**src/hdl/psfp_pkg.sv**
```systemverilog
// ----------------------------------------------------------------------------
// psfp_pkg
// Shared types and constants of the particle sensor frame parser.
// ----------------------------------------------------------------------------
package psfp_pkg;

  // Number of data words in one frame.
  localparam int DATA_WORDS   = 13;
  // Value the length field must carry.
  localparam int FRAME_LENGTH = 28;

  localparam int WORD_ADDR_W = (DATA_WORDS > 1) ? $clog2(DATA_WORDS) : 1;
  localparam int BYTE_POS_W  = WORD_ADDR_W + 1;
  localparam int CFG_IDX_W   = 1;

  typedef logic [7:0]             byte_t;
  typedef logic [15:0]            word_t;
  typedef logic [3:0]             index_t;
  typedef logic [WORD_ADDR_W-1:0] word_addr_t;
  typedef logic [BYTE_POS_W-1:0]  byte_pos_t;
  typedef logic [CFG_IDX_W-1:0]   cfg_idx_t;

  typedef enum logic [1:0] {
    ST_OK        = 2'd0,
    ST_BAD_START = 2'd1,
    ST_BAD_LEN   = 2'd2,
    ST_BAD_SUM   = 2'd3
  } status_t;

  // Configuration register indexes.
  localparam cfg_idx_t CFG_START_FIRST  = cfg_idx_t'(0);
  localparam cfg_idx_t CFG_START_SECOND = cfg_idx_t'(1);

  localparam byte_t START_FIRST_RESET  = 8'd66;
  localparam byte_t START_SECOND_RESET = 8'd77;

  // Event handed from the parser to the result drain.
  typedef struct packed {
    logic    start;       // good frame complete, read out all words
    logic    err;         // failed check, emit one error result
    status_t err_status;
  } psfp_evt_t;

endpackage

```
**src/hdl/psfp_rx_if.sv**
```systemverilog
// ----------------------------------------------------------------------------
// psfp_rx_if
// Byte channel into the frame parser.
// ----------------------------------------------------------------------------
interface psfp_rx_if import psfp_pkg::*; ();
  logic  valid;
  logic  ready;
  byte_t rx_byte;

  modport source (output valid, output rx_byte, input ready);
  modport sink   (input valid, input rx_byte, output ready);
endinterface

```
**src/hdl/psfp_result_if.sv**
```systemverilog
// ----------------------------------------------------------------------------
// psfp_result_if
// Result channel out of the frame parser.
// ----------------------------------------------------------------------------
interface psfp_result_if import psfp_pkg::*; ();
  logic    valid;
  logic    ready;
  index_t  word_index;
  word_t   word_value;
  status_t status;
  logic    last;

  modport source (output valid, output word_index, output word_value, output status,
                  output last, input ready);
  modport sink   (input valid, input word_index, input word_value, input status,
                  input last, output ready);
endinterface

```
**src/hdl/particle_sensor_frame_parser.sv**
```systemverilog
// ----------------------------------------------------------------------------
// particle_sensor_frame_parser
// Byte-stream frame parser for a particle sensor link.
// ----------------------------------------------------------------------------
// Received bytes enter on the rx channel, one per transfer, and results leave
// on the result channel. Bytes are dropped until the first start byte; then
// the second start byte, a length field of 28, the data words and a checksum
// over every preceding frame byte are checked. The parser handles each byte
// as it is taken, so rx accepts a byte in every cycle while no results are
// pending. After the second checksum byte of a good frame the data words are
// read out of the word RAM, one transfer per cycle when the receiver keeps
// up; the first word passes the read address, RAM read and result registers.
// A failed check gives a single error result, which passes the error pending
// and result registers. While a readout or an error result is queued, rx is
// held off; the result register still lets a byte through while the final
// result waits to be taken, and a stall on the result channel holds the
// current result and the readout. The user must set the start bytes through
// the configuration port only while idle; the block does not enforce this.
// Reset (synchronous, active high) returns to hunting and restores the start
// bytes to 0x42 and 0x4D; the word RAM is not cleared, since every entry is
// written before a good frame reads it.
// ----------------------------------------------------------------------------
module particle_sensor_frame_parser import psfp_pkg::*; (
  input  logic     clk,
  input  logic     rst,
  input  logic     cfg_write,
  input  cfg_idx_t cfg_index,
  input  byte_t    cfg_data,
  psfp_rx_if.sink       rx,
  psfp_result_if.source result
);

  psfp_evt_t  evt;
  logic       busy;
  logic       take;
  logic       ram_we, ram_re;
  word_addr_t ram_waddr, ram_raddr;
  word_t      ram_wdata, ram_rdata;

  // Input is interlocked against the readout, so a new frame never writes
  // the word RAM while the previous one is still being read.
  assign rx.ready = !busy;
  assign take     = rx.valid && rx.ready;

  psfp_parser u_parser (
    .clk       (clk),
    .rst       (rst),
    .cfg_write (cfg_write),
    .cfg_index (cfg_index),
    .cfg_data  (cfg_data),
    .take      (take),
    .rx_byte   (rx.rx_byte),
    .ram_we    (ram_we),
    .ram_waddr (ram_waddr),
    .ram_wdata (ram_wdata),
    .evt       (evt)
  );

  psfp_word_ram #(
    .DEPTH (DATA_WORDS),
    .WIDTH ($bits(word_t))
  ) u_ram (
    .clk   (clk),
    .we    (ram_we),
    .waddr (ram_waddr),
    .wdata (ram_wdata),
    .re    (ram_re),
    .raddr (ram_raddr),
    .rdata (ram_rdata)
  );

  psfp_drain u_drain (
    .clk       (clk),
    .rst       (rst),
    .evt       (evt),
    .busy      (busy),
    .ram_re    (ram_re),
    .ram_raddr (ram_raddr),
    .ram_rdata (ram_rdata),
    .result    (result)
  );

endmodule

```
**src/hdl/psfp_word_ram.sv**
```systemverilog
// ----------------------------------------------------------------------------
// psfp_word_ram
// Simple dual-port RAM, one write and one registered read port.
// ----------------------------------------------------------------------------
module psfp_word_ram #(
  parameter int DEPTH  = 13,
  parameter int WIDTH  = 16,
  parameter int ADDR_W = (DEPTH > 1) ? $clog2(DEPTH) : 1
) (
  input  logic              clk,
  input  logic              we,
  input  logic [ADDR_W-1:0] waddr,
  input  logic [WIDTH-1:0]  wdata,
  input  logic              re,
  input  logic [ADDR_W-1:0] raddr,
  output logic [WIDTH-1:0]  rdata
);

  logic [WIDTH-1:0] mem [DEPTH];

  always_ff @(posedge clk) begin
    if (we) begin
      mem[waddr] <= wdata;
    end
    if (re) begin
      rdata <= mem[raddr];
    end
  end

endmodule

```
**src/hdl/psfp_parser.sv**
```systemverilog
// ----------------------------------------------------------------------------
// psfp_parser
// Frame state machine: start bytes, length, data words and checksum.
// ----------------------------------------------------------------------------
module psfp_parser import psfp_pkg::*; (
  input  logic       clk,
  input  logic       rst,
  input  logic       cfg_write,
  input  cfg_idx_t   cfg_index,
  input  byte_t      cfg_data,
  input  logic       take,
  input  byte_t      rx_byte,
  output logic       ram_we,
  output word_addr_t ram_waddr,
  output word_t      ram_wdata,
  output psfp_evt_t  evt
);

  typedef enum logic [2:0] {
    HUNT   = 3'd0,
    SECOND = 3'd1,
    LEN_HI = 3'd2,
    LEN_LO = 3'd3,
    DATA   = 3'd4,
    SUM_HI = 3'd5,
    SUM_LO = 3'd6
  } phase_t;

  phase_t    phase, phase_next;
  byte_pos_t byte_pos, byte_pos_next;
  word_t     running_sum, running_sum_next;
  byte_t     high_hold, high_hold_next;
  byte_t     start_first, start_second;
  word_t     pair;

  assign pair      = {high_hold, rx_byte};
  assign ram_waddr = byte_pos[BYTE_POS_W-1:1];
  assign ram_wdata = pair;

  always_comb begin
    phase_next       = phase;
    byte_pos_next    = byte_pos;
    running_sum_next = running_sum;
    high_hold_next   = high_hold;
    ram_we           = 1'b0;
    evt              = '0;
    evt.err_status   = ST_OK;
    if (take) begin
      unique case (phase)
        SECOND: begin
          if (rx_byte != start_second) begin
            evt.err        = 1'b1;
            evt.err_status = ST_BAD_START;
            phase_next     = HUNT;
          end else begin
            running_sum_next = running_sum + word_t'(rx_byte);
            phase_next       = LEN_HI;
          end
        end
        LEN_HI: begin
          high_hold_next   = rx_byte;
          running_sum_next = running_sum + word_t'(rx_byte);
          phase_next       = LEN_LO;
        end
        LEN_LO: begin
          running_sum_next = running_sum + word_t'(rx_byte);
          if (pair != word_t'(FRAME_LENGTH)) begin
            evt.err        = 1'b1;
            evt.err_status = ST_BAD_LEN;
            phase_next     = HUNT;
          end else begin
            byte_pos_next = '0;
            phase_next    = DATA;
          end
        end
        DATA: begin
          running_sum_next = running_sum + word_t'(rx_byte);
          if (!byte_pos[0]) begin
            high_hold_next = rx_byte;
          end else begin
            ram_we = 1'b1;
          end
          byte_pos_next = byte_pos + byte_pos_t'(1);
          if (byte_pos == byte_pos_t'(2 * DATA_WORDS - 1)) begin
            phase_next = SUM_HI;
          end
        end
        SUM_HI: begin
          high_hold_next = rx_byte;
          phase_next     = SUM_LO;
        end
        SUM_LO: begin
          phase_next = HUNT;
          if (pair != running_sum) begin
            evt.err        = 1'b1;
            evt.err_status = ST_BAD_SUM;
          end else begin
            evt.start = 1'b1;
          end
        end
        default: begin
          phase_next = HUNT;
          if (rx_byte == start_first) begin
            running_sum_next = word_t'(rx_byte);
            phase_next       = SECOND;
          end
        end
      endcase
    end
  end

  always_ff @(posedge clk) begin
    if (rst) begin
      phase        <= HUNT;
      byte_pos     <= '0;
      running_sum  <= '0;
      high_hold    <= '0;
      start_first  <= START_FIRST_RESET;
      start_second <= START_SECOND_RESET;
    end else begin
      phase       <= phase_next;
      byte_pos    <= byte_pos_next;
      running_sum <= running_sum_next;
      high_hold   <= high_hold_next;
      if (cfg_write) begin
        unique case (cfg_index)
          CFG_START_FIRST:  start_first  <= cfg_data;
          CFG_START_SECOND: start_second <= cfg_data;
          default: ;
        endcase
      end
    end
  end

`ifndef SYNTHESIS
  a_evt_excl: assert property (@(posedge clk) disable iff (rst)
    !(evt.start && evt.err))
    else $error("frame start and error raised together");
  a_write_in_data: assert property (@(posedge clk) disable iff (rst)
    ram_we |-> (phase == DATA) && byte_pos[0])
    else $error("word store written outside a data low byte");
  a_start_after_sum: assert property (@(posedge clk) disable iff (rst)
    evt.start |=> phase == HUNT)
    else $error("parser did not return to hunting after a good frame");
`endif

endmodule

```
**src/hdl/psfp_drain.sv**
```systemverilog
// ----------------------------------------------------------------------------
// psfp_drain
// Reads the stored words out to the result channel and emits error results.
// ----------------------------------------------------------------------------
module psfp_drain import psfp_pkg::*; (
  input  logic       clk,
  input  logic       rst,
  input  psfp_evt_t  evt,
  output logic       busy,
  output logic       ram_re,
  output word_addr_t ram_raddr,
  input  word_t      ram_rdata,
  psfp_result_if.source result
);

  logic       rd_active;
  word_addr_t rd_addr;
  logic       q_valid;
  word_addr_t q_idx;
  logic       err_pend;
  status_t    err_status;
  logic       out_free, load_q, load_err;

  assign out_free  = !result.valid || result.ready;
  assign load_q    = q_valid && out_free;
  assign load_err  = err_pend && !q_valid && out_free;
  assign ram_re    = rd_active && (!q_valid || load_q);
  assign ram_raddr = rd_addr;
  assign busy      = rd_active || q_valid || err_pend;

  always_ff @(posedge clk) begin
    if (rst) begin
      rd_active    <= 1'b0;
      rd_addr      <= '0;
      q_valid      <= 1'b0;
      err_pend     <= 1'b0;
      result.valid <= 1'b0;
    end else begin
      if (evt.start) begin
        rd_active <= 1'b1;
        rd_addr   <= '0;
      end else if (ram_re) begin
        if (rd_addr == word_addr_t'(DATA_WORDS - 1)) begin
          rd_active <= 1'b0;
        end else begin
          rd_addr <= rd_addr + word_addr_t'(1);
        end
      end
      if (ram_re) begin
        q_valid <= 1'b1;
        q_idx   <= rd_addr;
      end else if (load_q) begin
        q_valid <= 1'b0;
      end
      if (evt.err) begin
        err_pend   <= 1'b1;
        err_status <= evt.err_status;
      end else if (load_err) begin
        err_pend <= 1'b0;
      end
      if (load_q) begin
        result.valid      <= 1'b1;
        result.word_index <= index_t'(q_idx);
        result.word_value <= ram_rdata;
        result.status     <= ST_OK;
        result.last       <= (q_idx == word_addr_t'(DATA_WORDS - 1));
      end else if (load_err) begin
        result.valid      <= 1'b1;
        result.word_index <= '0;
        result.word_value <= '0;
        result.status     <= err_status;
        result.last       <= 1'b1;
      end else if (result.ready) begin
        result.valid <= 1'b0;
      end
    end
  end

`ifndef SYNTHESIS
  a_evt_when_idle: assert property (@(posedge clk) disable iff (rst)
    (evt.start || evt.err) |-> !busy)
    else $error("parser event while the drain is busy");
  a_err_alone: assert property (@(posedge clk) disable iff (rst)
    !(err_pend && (rd_active || q_valid)))
    else $error("error pending during a frame readout");
  a_final_read: assert property (@(posedge clk) disable iff (rst)
    (ram_re && rd_addr == word_addr_t'(DATA_WORDS - 1) && !evt.start) |=> !rd_active)
    else $error("readout continued past the last word");
`endif

endmodule
```
**src/flat_wrapper.sv**
```systemverilog
// flat-port wrapper written by rule: the top's interface ports become plain ports
module particle_sensor_frame_parser_flat import psfp_pkg::*;
  (clk, rst, cfg_write, cfg_index, cfg_data, rx_valid, rx_rx_byte, rx_ready, result_valid, result_word_index, result_word_value, result_status, result_last, result_ready);
  psfp_rx_if rx_i ();
  psfp_result_if result_i ();
  input  logic clk;
  input  logic rst;
  input  logic cfg_write;
  input  cfg_idx_t cfg_index;
  input  byte_t cfg_data;
  input wire logic [$bits(rx_i.valid)-1:0] rx_valid;
  input wire logic [$bits(rx_i.rx_byte)-1:0] rx_rx_byte;
  output wire logic [$bits(rx_i.ready)-1:0] rx_ready;
  output wire logic [$bits(result_i.valid)-1:0] result_valid;
  output wire logic [$bits(result_i.word_index)-1:0] result_word_index;
  output wire logic [$bits(result_i.word_value)-1:0] result_word_value;
  output wire logic [$bits(result_i.status)-1:0] result_status;
  output wire logic [$bits(result_i.last)-1:0] result_last;
  input wire logic [$bits(result_i.ready)-1:0] result_ready;
  assign rx_i.valid = rx_valid;
  assign rx_i.rx_byte = rx_rx_byte;
  assign rx_ready = rx_i.ready;
  assign result_valid = result_i.valid;
  assign result_word_index = result_i.word_index;
  assign result_word_value = result_i.word_value;
  assign result_status = result_i.status;
  assign result_last = result_i.last;
  assign result_i.ready = result_ready;
  particle_sensor_frame_parser u_core (.clk(clk), .rst(rst), .cfg_write(cfg_write), .cfg_index(cfg_index), .cfg_data(cfg_data), .rx(rx_i), .result(result_i));
endmodule
```
**config.mk**
```make
export PLATFORM = sky130hd
export DESIGN_NAME = particle_sensor_frame_parser_flat
export DESIGN_NICKNAME = d
export VERILOG_FILES = /design/src/hdl/psfp_pkg.sv /design/src/hdl/psfp_rx_if.sv /design/src/hdl/psfp_result_if.sv /design/src/hdl/particle_sensor_frame_parser.sv /design/src/hdl/psfp_word_ram.sv /design/src/hdl/psfp_parser.sv /design/src/hdl/psfp_drain.sv /design/src/flat_wrapper.sv
export SDC_FILE = /design/constraint.sdc
export NUM_CORES = 1
export LEC_CHECK = 0
export BUFFER_PORTS_ARGS = -buffer_cell sky130_fd_sc_hd__buf_2
export CAP_MARGIN = 20
export CORE_MARGIN = 2
export CORE_UTILIZATION = 50
export CTS_CLUSTER_DIAMETER = 40
export CTS_CLUSTER_SIZE = 16
export DETAILED_ROUTE_END_ITERATION = 6
export PLACE_DENSITY = 0.74
export SETUP_SLACK_MARGIN = 0.02
export SLEW_MARGIN = 20
export SYNTH_ARGS = -nofsm -noshare
export SYNTH_HDL_FRONTEND = slang
export SYNTH_SLANG_ARGS = --single-unit
export TNS_END_PERCENT = 10
```
**constraint.sdc**
```tcl
create_clock -name clk -period 4.2 [get_ports clk]
set_input_delay 0.42 -clock clk [delete_from_list [all_inputs] [get_ports clk]]
set_output_delay 0.42 -clock clk [all_outputs]
set_load 0.05 [all_outputs]
```
# Word level (Yosys, flattened, before mapping)
# Memories as Yosys holds them, arrays and structs flattened. A register that Yosys moved wholly into a read port is not among the register bits.
# Cells that the tools add are included.
[op_classes] addsub=3 eq_ne=17 mux=41 n_bitwise=4 n_reduce_logical=36
[ops] operator="two-way mux 16 bit" n=4
[ops] operator="case mux 16 bit (3 select lines)" n=1
[ops] operator="two-way mux 1 bit" n=20
[ops] operator="case mux 3 bit (6 select lines)" n=1
[ops] operator="adder 16 x 8 -> 16 bit" n=1
[ops] operator="!= test 16 bit" n=1
[ops] operator="!= test 16 x 5 -> 1 bit (second input constant)" n=1
[ops] operator="case mux 8 bit (2 select lines)" n=1
[ops] operator="AND reduction 2 bit" n=8
[ops] operator="two-way mux 3 bit" n=5
[ops] operator="nonzero test 2 bit" n=7
[ops] operator="two-way mux 4 bit" n=3
[ops] operator="case mux 5 bit (2 select lines)" n=1
[ops] operator="== test 3 bit (second input constant)" n=3
[ops] operator="case mux 3 bit (3 select lines)" n=1
[ops] operator="== test 4 bit (second input constant)" n=2
[ops] operator="== test 8 bit" n=1
[ops] operator="two-way mux 8 bit" n=1
[ops] operator="!= test 2 bit (second input constant)" n=4
[ops] operator="!= test 8 bit" n=1
[ops] operator="== test 3 x 2 -> 1 bit (second input constant)" n=2
[ops] operator="AND reduction 3 bit" n=2
[ops] operator="nonzero test 3 bit" n=2
[ops] operator="OR reduction 2 bit" n=3
[ops] operator="12 further kinds" n=25
[word_totals] regBits=85 ramBits=208 input_bits=22 out_inout_bits=25 wordCells=119 mem_count=1
[mem_list] memory="u_core.u_ram.mem" words=13 width=16 read_ports=1 rd_ports_with_merged_regs=1 wr=1 line_no="psfp_word_ram.sv:19" source="logic [WIDTH-1:0] mem [DEPTH];"

# Logic depth before layout (Yosys ltp)
[logic_depth] ltp_word=7 depth_mapped=9 mapped_depth_nobuf=8

# Hierarchy
# A second synthesis with hierarchy kept.
[hier_totals] hier_cells=830 hier_area_um2=12876.1
[by_module_without_submodules] module="psfp_word_ram" instances=1 cells_each=363 area_each_um2=8484.4 seq_area_each_um2=6726.5
[by_module_without_submodules] module="psfp_parser" instances=1 cells_each=358 area_each_um2=2916.5 seq_area_each_um2=960.9
[by_module_without_submodules] module="psfp_drain" instances=1 cells_each=107 area_each_um2=1465.2 seq_area_each_um2=1031.0
[by_module_without_submodules] module="particle_sensor_frame_parser" instances=1 cells_each=2 area_each_um2=10.0 seq_area_each_um2=0.0

# Worst setup path before layout
# Ideal clock, no wire load.
[synth_path] path_kind="reg-to-reg" start="reg u_core.u_drain.q_valid" end="mem u_core.u_ram.mem[11][0] (enable)" setup_time_ps=436 arrival_time_ps=3106 t_required_ps=3764 slack_ps=657 path_stages_with_launch=6 period_less_slack_ps=3543 path_cell_list="dfxtp_1 or4b_1 clkbuf_1 nor4_2 nand2_1 nor4b_1"
[synth_between] elab_chain_len=7
[synth_lines] element="start: declaration" line_no="psfp_drain.sv:18" source="logic q_valid;"
[synth_lines] element="start signal: assignment" line_no="psfp_drain.sv:35" source="q_valid <= 1'b0;"
[synth_lines] element="start signal: assignment" line_no="psfp_drain.sv:50" source="q_valid <= 1'b1;"
[synth_lines] element="start signal: assignment" line_no="psfp_drain.sv:53" source="q_valid <= 1'b0;"
[synth_lines] element="logical OR 1 bit (2 in a row)" line_no="psfp_drain.sv:29" source="assign busy = rd_active || q_valid || err_pend;"
[synth_lines] element="zero test 1 bit" line_no="particle_sensor_frame_parser.sv:42" source="assign rx.ready = !busy;"
[synth_lines] element="logical AND 1 bit" line_no="particle_sensor_frame_parser.sv:43" source="assign take = rx.valid && rx.ready;"
[synth_lines] element="two-way mux 1 bit" line_no="psfp_parser.sv:48" source="if (take) begin"
[synth_lines] element="two-way mux 1 bit" line_no="psfp_word_ram.sv:22" source="if (we) begin"
[synth_lines] element="two-way mux 1 bit (not written as such)" line_no="psfp_word_ram.sv:23" source="mem[waddr] <= wdata;"
[synth_lines] element="end: declaration" line_no="psfp_word_ram.sv:19"
# Every way passes these cells.

# Worst setup path in the final report
[layout_path] start="reg u_core.u_parser.running_sum[0]" end="reg u_core.u_parser.running_sum[14]"
[layout_between] elab_chain_len=3
[layout_lines] element="start: declaration" line_no="psfp_parser.sv:31" source="word_t running_sum, running_sum_next;"
[layout_lines] element="start signal: assignment" line_no="psfp_parser.sv:123" source="running_sum <= running_sum_next;"
[layout_lines] element="adder 16 x 8 -> 16 bit *"
[layout_lines] element="two-way mux 16 bit" line_no="psfp_parser.sv:51" source="if (rx_byte != start_second) begin"
[layout_lines] element="case mux 16 bit (3 select lines) *" line_no="psfp_parser.sv:49" source="unique case (phase)"
# Mark *: on every way between the ends. The rest lies on a longest branch, timed or not. The select of a mux whose other input is x is not followed.
# A chain may end at the register's enable or synchronous reset.

==> results.rst <==
.. list-table::
   :header-rows: 1

   * - Metric
     - Value
   * - Run status
     - completed
   * - Leading register cell type out of synthesis
     - edfxtp_1
   * - Parity-gate share of the synthesized area counting xor and xnor cells
     - 2.42%
   * - Worst-case setup margin in the final layout
     - 1620 ps
   * - Sort of element at the start of the critical path
     - flop
   * - Standby leakage power
     - 4.71 nW
   * - Clock sink count
     - 309
   * - Sequential-to-total area share from yosys stat
     - 68.9%
   * - Number of max-capacitance violations reported
     - 0
   * - Clk buf depth
     - 3
   * - Start point of the worst hold path
     - cfg_data[1]
   * - Met2 global-route usage
     - 34.2%
   * - DRT iter0 DRCs
     - 632
   * - Routed vias
     - 7134
   * - Worst endpoint data arrival time
     - 2990 ps
   * - Setup Slack @ Placement
     - 1390 ps
   * - Gp weighted congestion
     - 0.846
   * - Area of the die
     - 26600 sq um
   * - Hold Path Class
     - in2reg
   * - Source of the worst register-to-register timing path
     - u_core.u_parser.running_sum[0]$_SDFFE_PP0P_
   * - Area contributors post-synth
     - edfxtp_1 60%, mux4_2 11%, dfxtp_1 8.9%
   * - Clock skew after layout
     - 29.5 ps
   * - Type of the worst setup path
     - reg2reg
   * - CTS tree
     - built
   * - Post-Syn Nets
     - 816
   * - End-of-flow core utilization
     - 58.5%
   * - Sequential Area
     - 8720 sq um
   * - Register bit count reported by yosys
     - 309
   * - Post-synthesis simple-gate area fraction
     - 8.42%
   * - H-tree depth
     - 2
   * - Data required time of the critical path
     - 4610 ps
   * - Chip Width
     - 163 um
   * - Total overflow reported by the global router
     - 0
   * - Cell variety after synth
     - 59
   * - Post-synthesis compound-gate area fraction
     - 4.61%
   * - Setup repair after global routing missed its margin
     - false
   * - Delay-heaviest family, CP
     - compound AO/OA/AOI/OAI gates
   * - Count of endpoints failing setup in the final report
     - 0
   * - Met3 capacity usage during global routing
     - 4.04%
   * - Per-cell routed wire length
     - 22.3 um
   * - # hold bufs at CTS
     - 0
   * - First-pass GRT wire length
     - 41000 um
   * - Relative area change from synthesis to final layout
     - 15.6%
   * - Number of diodes added for antenna fixing
     - 0
   * - Synthesized netlist cell count
     - 781
   * - Avg Cell Area, Syn
     - 16.2 sq um
   * - Area inside the core boundary
     - 25000 sq um
   * - Area used by multi-input combinational logic
     - 3760 sq um
   * - Busiest metal layer after global routing
     - met2
   * - Number of vias per cell
     - 5.90
   * - Worst path bufs/invs
     - 0
   * - Filler cell count
     - 1882
   * - Critical path endpoint category
     - flop
   * - Iteration count of the initial detailed-routing pass
     - 5
   * - Die height
     - 163 um
   * - Leading post-synthesis cells by instance count
     - 253 x edfxtp_1, 64 x mux4_2, 56 x dfxtp_1
   * - Critical path's slowest cell
     - fa_1
   * - Most instantiated library cell after synthesis
     - edfxtp_1
   * - Cells along the critical path
     - ha_1 -> fa_1 -> a211oi_1 -> o21bai_1 -> a21o_1 -> a31oi_1 -> a2111oi_0 -> mux2_2
   * - Top-area cell type share of the netlist area
     - 60.0%
   * - Clk Tree Root Cell
     - clkbuf_16
   * - Critical path startpoint
     - u_core.u_parser.running_sum[0]$_SDFFE_PP0P_
   * - Clock-pin slew of the registers on the worst-case setup and hold paths
     - 60 ps
   * - Number of enable-type register cells in the synthesized netlist
     - 253
   * - Placed wire-length estimate after detailed placement
     - 15700 um
   * - Combined area of all synthesized cells
     - 12700 sq um
   * - Worst slew margin relative to its limit
     - 46.1%
   * - Min Hold Slack
     - 144 ps
   * - Final hold violations
     - 0
   * - Share of post-route cells with drive strength above 1
     - 24.8%
   * - Maximum achievable frequency
     - 0.388 GHz
   * - Shortest clock period the worst path allows after layout
     - 2580 ps
   * - Adder-cell share of the synthesized area
     - 1.34%
   * - Number of global-route vias before repair
     - 7030
   * - Drt drc
     - 0
   * - Inserted Clock Buffers
     - 36
   * - Net count, final
     - 887
   * - Largest stage delay, worst path
     - 450 ps
   * - Measured slew at the worst slew-check pin
     - 807 ps
   * - Multiplexer share of the synthesized area
     - 12.7%
   * - Port buffer count
     - 46
   * - Number of placement rows
     - 58
   * - M1 GR Usage
     - 28.4%
   * - Post-cts repair resize count
     - 0
   * - Wirelength, routed
     - 27000 um
   * - Total global routing track utilization
     - 20.8%
   * - Main combinational cell family by area after synthesis
     - multiplexers
   * - Cell Pwr Density
     - 457 nW/um^2
   * - Setup_tns
     - 0 ps
   * - Cell type with the largest total area after synthesis
     - edfxtp_1
   * - Post-CTS setup buffer count
     - 0
   * - Period utilisation layout
     - 61.4%
   * - Initial core utilization
     - 50.6%
   * - Initial antenna violation count
     - 0
   * - Largest net degree at the start of global routing
     - 54
   * - Insertion delay of the later-clocked pin in the worst-skew pair
     - 530 ps
   * - Count of boundary I/O pins
     - 47
   * - Maximum fanout along the worst path
     - 7
   * - Max Slew Vio Count
     - 0
   * - Worst ir drop on vdd
     - 0.000414 V
   * - Count of synthesis-stage warnings from yosys
     - 0
   * - Async SR Flop Fraction
     - 0%
   * - Antenna-violating nets left
     - 0
cells in the final DEF, fill, tap and decap left out, types with 4 or more instances in the layout:
master      netlist  routed
a211oi_1          4       4
nand2_1          51      51
inv_6             0       5
clkbuf_16         0      37
nand3_1          23      23
nor3_2            0       4
o31ai_1           5       5
buf_4             1      23
clkinv_8          0       4
nand4_1           7       7
xor2_1           14      14
o21ai_0          16      16
o211ai_1          4       4
a21oi_1          28      28
nand2b_1          4       4
nor3_1           14      10
ha_1             12      12
a21o_1            6       6
xnor2_1          21      21
buf_2             9      46
or3_1             5       5
bufinv_16         0       4
mux2i_1          15      15
mux4_2           64      64
edfxtp_1        253     253
and2_1           23      23
dfxtp_1          56      54
nor4b_1           5       4
nor2_1           49      49
clkinvlp_4        0       6
inv_1            13      13
nor2b_1           8       8
state kept, by name, summed over array words and instances, names as in the netlist:
| signal | cells |
|---|---|
| u_core.u_drain.result.last | 1 |
| u_core.u_parser.byte_pos | 5 |
| u_core.u_drain.ram_raddr | 4 |
| u_core.u_drain.result.valid | 1 |
| u_core.u_drain.result.word_index | 4 |
| u_core.u_drain.q_idx | 4 |
| u_core.u_drain.result.word_value | 16 |
| u_core.u_parser.running_sum | 16 |
| u_core.u_ram.mem | 208 |
| u_core.u_ram.rdata | 16 |
| u_core.u_parser.start_first | 8 |
| u_core.u_drain.result.status | 2 |
| u_core.u_drain.rd_active | 1 |
| u_core.u_drain.q_valid | 1 |
| u_core.u_drain.err_status | 2 |
| u_core.u_parser.phase | 3 |
| u_core.u_drain.err_pend | 1 |
| u_core.u_parser.start_second | 8 |
| u_core.u_parser.high_hold | 8 |
path summary, 6_finish.rpt:
path | endpoint | slack (ps) | cells past startpoint
setup / recovery | u_core.u_parser.running_sum[14]$_SDFFE_PP0P_ | 1620 | 8
hold / removal | u_core.u_parser.start_first[1]$_SDFFE_PP1P_ | 140 | 3
setup reg to reg | u_core.u_parser.running_sum[14]$_SDFFE_PP0P_ | 1620 | 8
hold reg to reg | u_core.u_parser.start_first[3]$_SDFFE_PP0P_ | 470 | 2
where the power goes:
group,internal [mW],switching [mW]
logic,0.0400,0.0885
clock network,1.92,1.34
registers,3.29,0.00908
through the flow:
stage	instances	power, mW	area, sq um
final	1210	6.68	14600
after global routing	1210	6.87	14600
after CTS	1209	6.72	14600
after detailed placement	1143	3.49	13300
after global placement	1143	3.49	13300
after floorplan	781	3.44	12700
per-layer routing:
| layer | share of wire [%] | wire, um |
|---|---|---|
| met1 | 41 | 11000 |
| met2 | 49 | 13200 |
| met3 | 7.7 | 2070 |
| met4 | 2.9 | 781 |
| met5 | 0 | 0 |
worst register-to-register path: stages, from the launching register on:
cell and delay, ps:
dfxtp_1 320, ha_1 210, fa_1 450, a211oi_1 270, o21bai_1 90, a21o_1 200, a31oi_1 440, a2111oi_0 190
mux2_2 310
layout make-up:
type / count / area share (%)
sequential: 309 / 59.6
timing repair buffer: 70 / 2.89
clock inverter: 26 / 2.25
inverter: 13 / 0.333
multi-input combinational: 422 / 25.7
tap: 330 / 2.82
clock buffer: 40 / 6.40
cell families (layout without fill, tap and decap cells):
group | count (synthesis) | in the layout
adders and majority gates | 13 | 13
DFF | 309 | 309
xor gates and xnor gates | 35 | 35
and+or+nand+nor | 207 | 207
muxes | 80 | 80
AOI/OAI and AO/OA | 87 | 87
buffers and inverters | 50 | 149
Power figures use the tool's default switching activity.
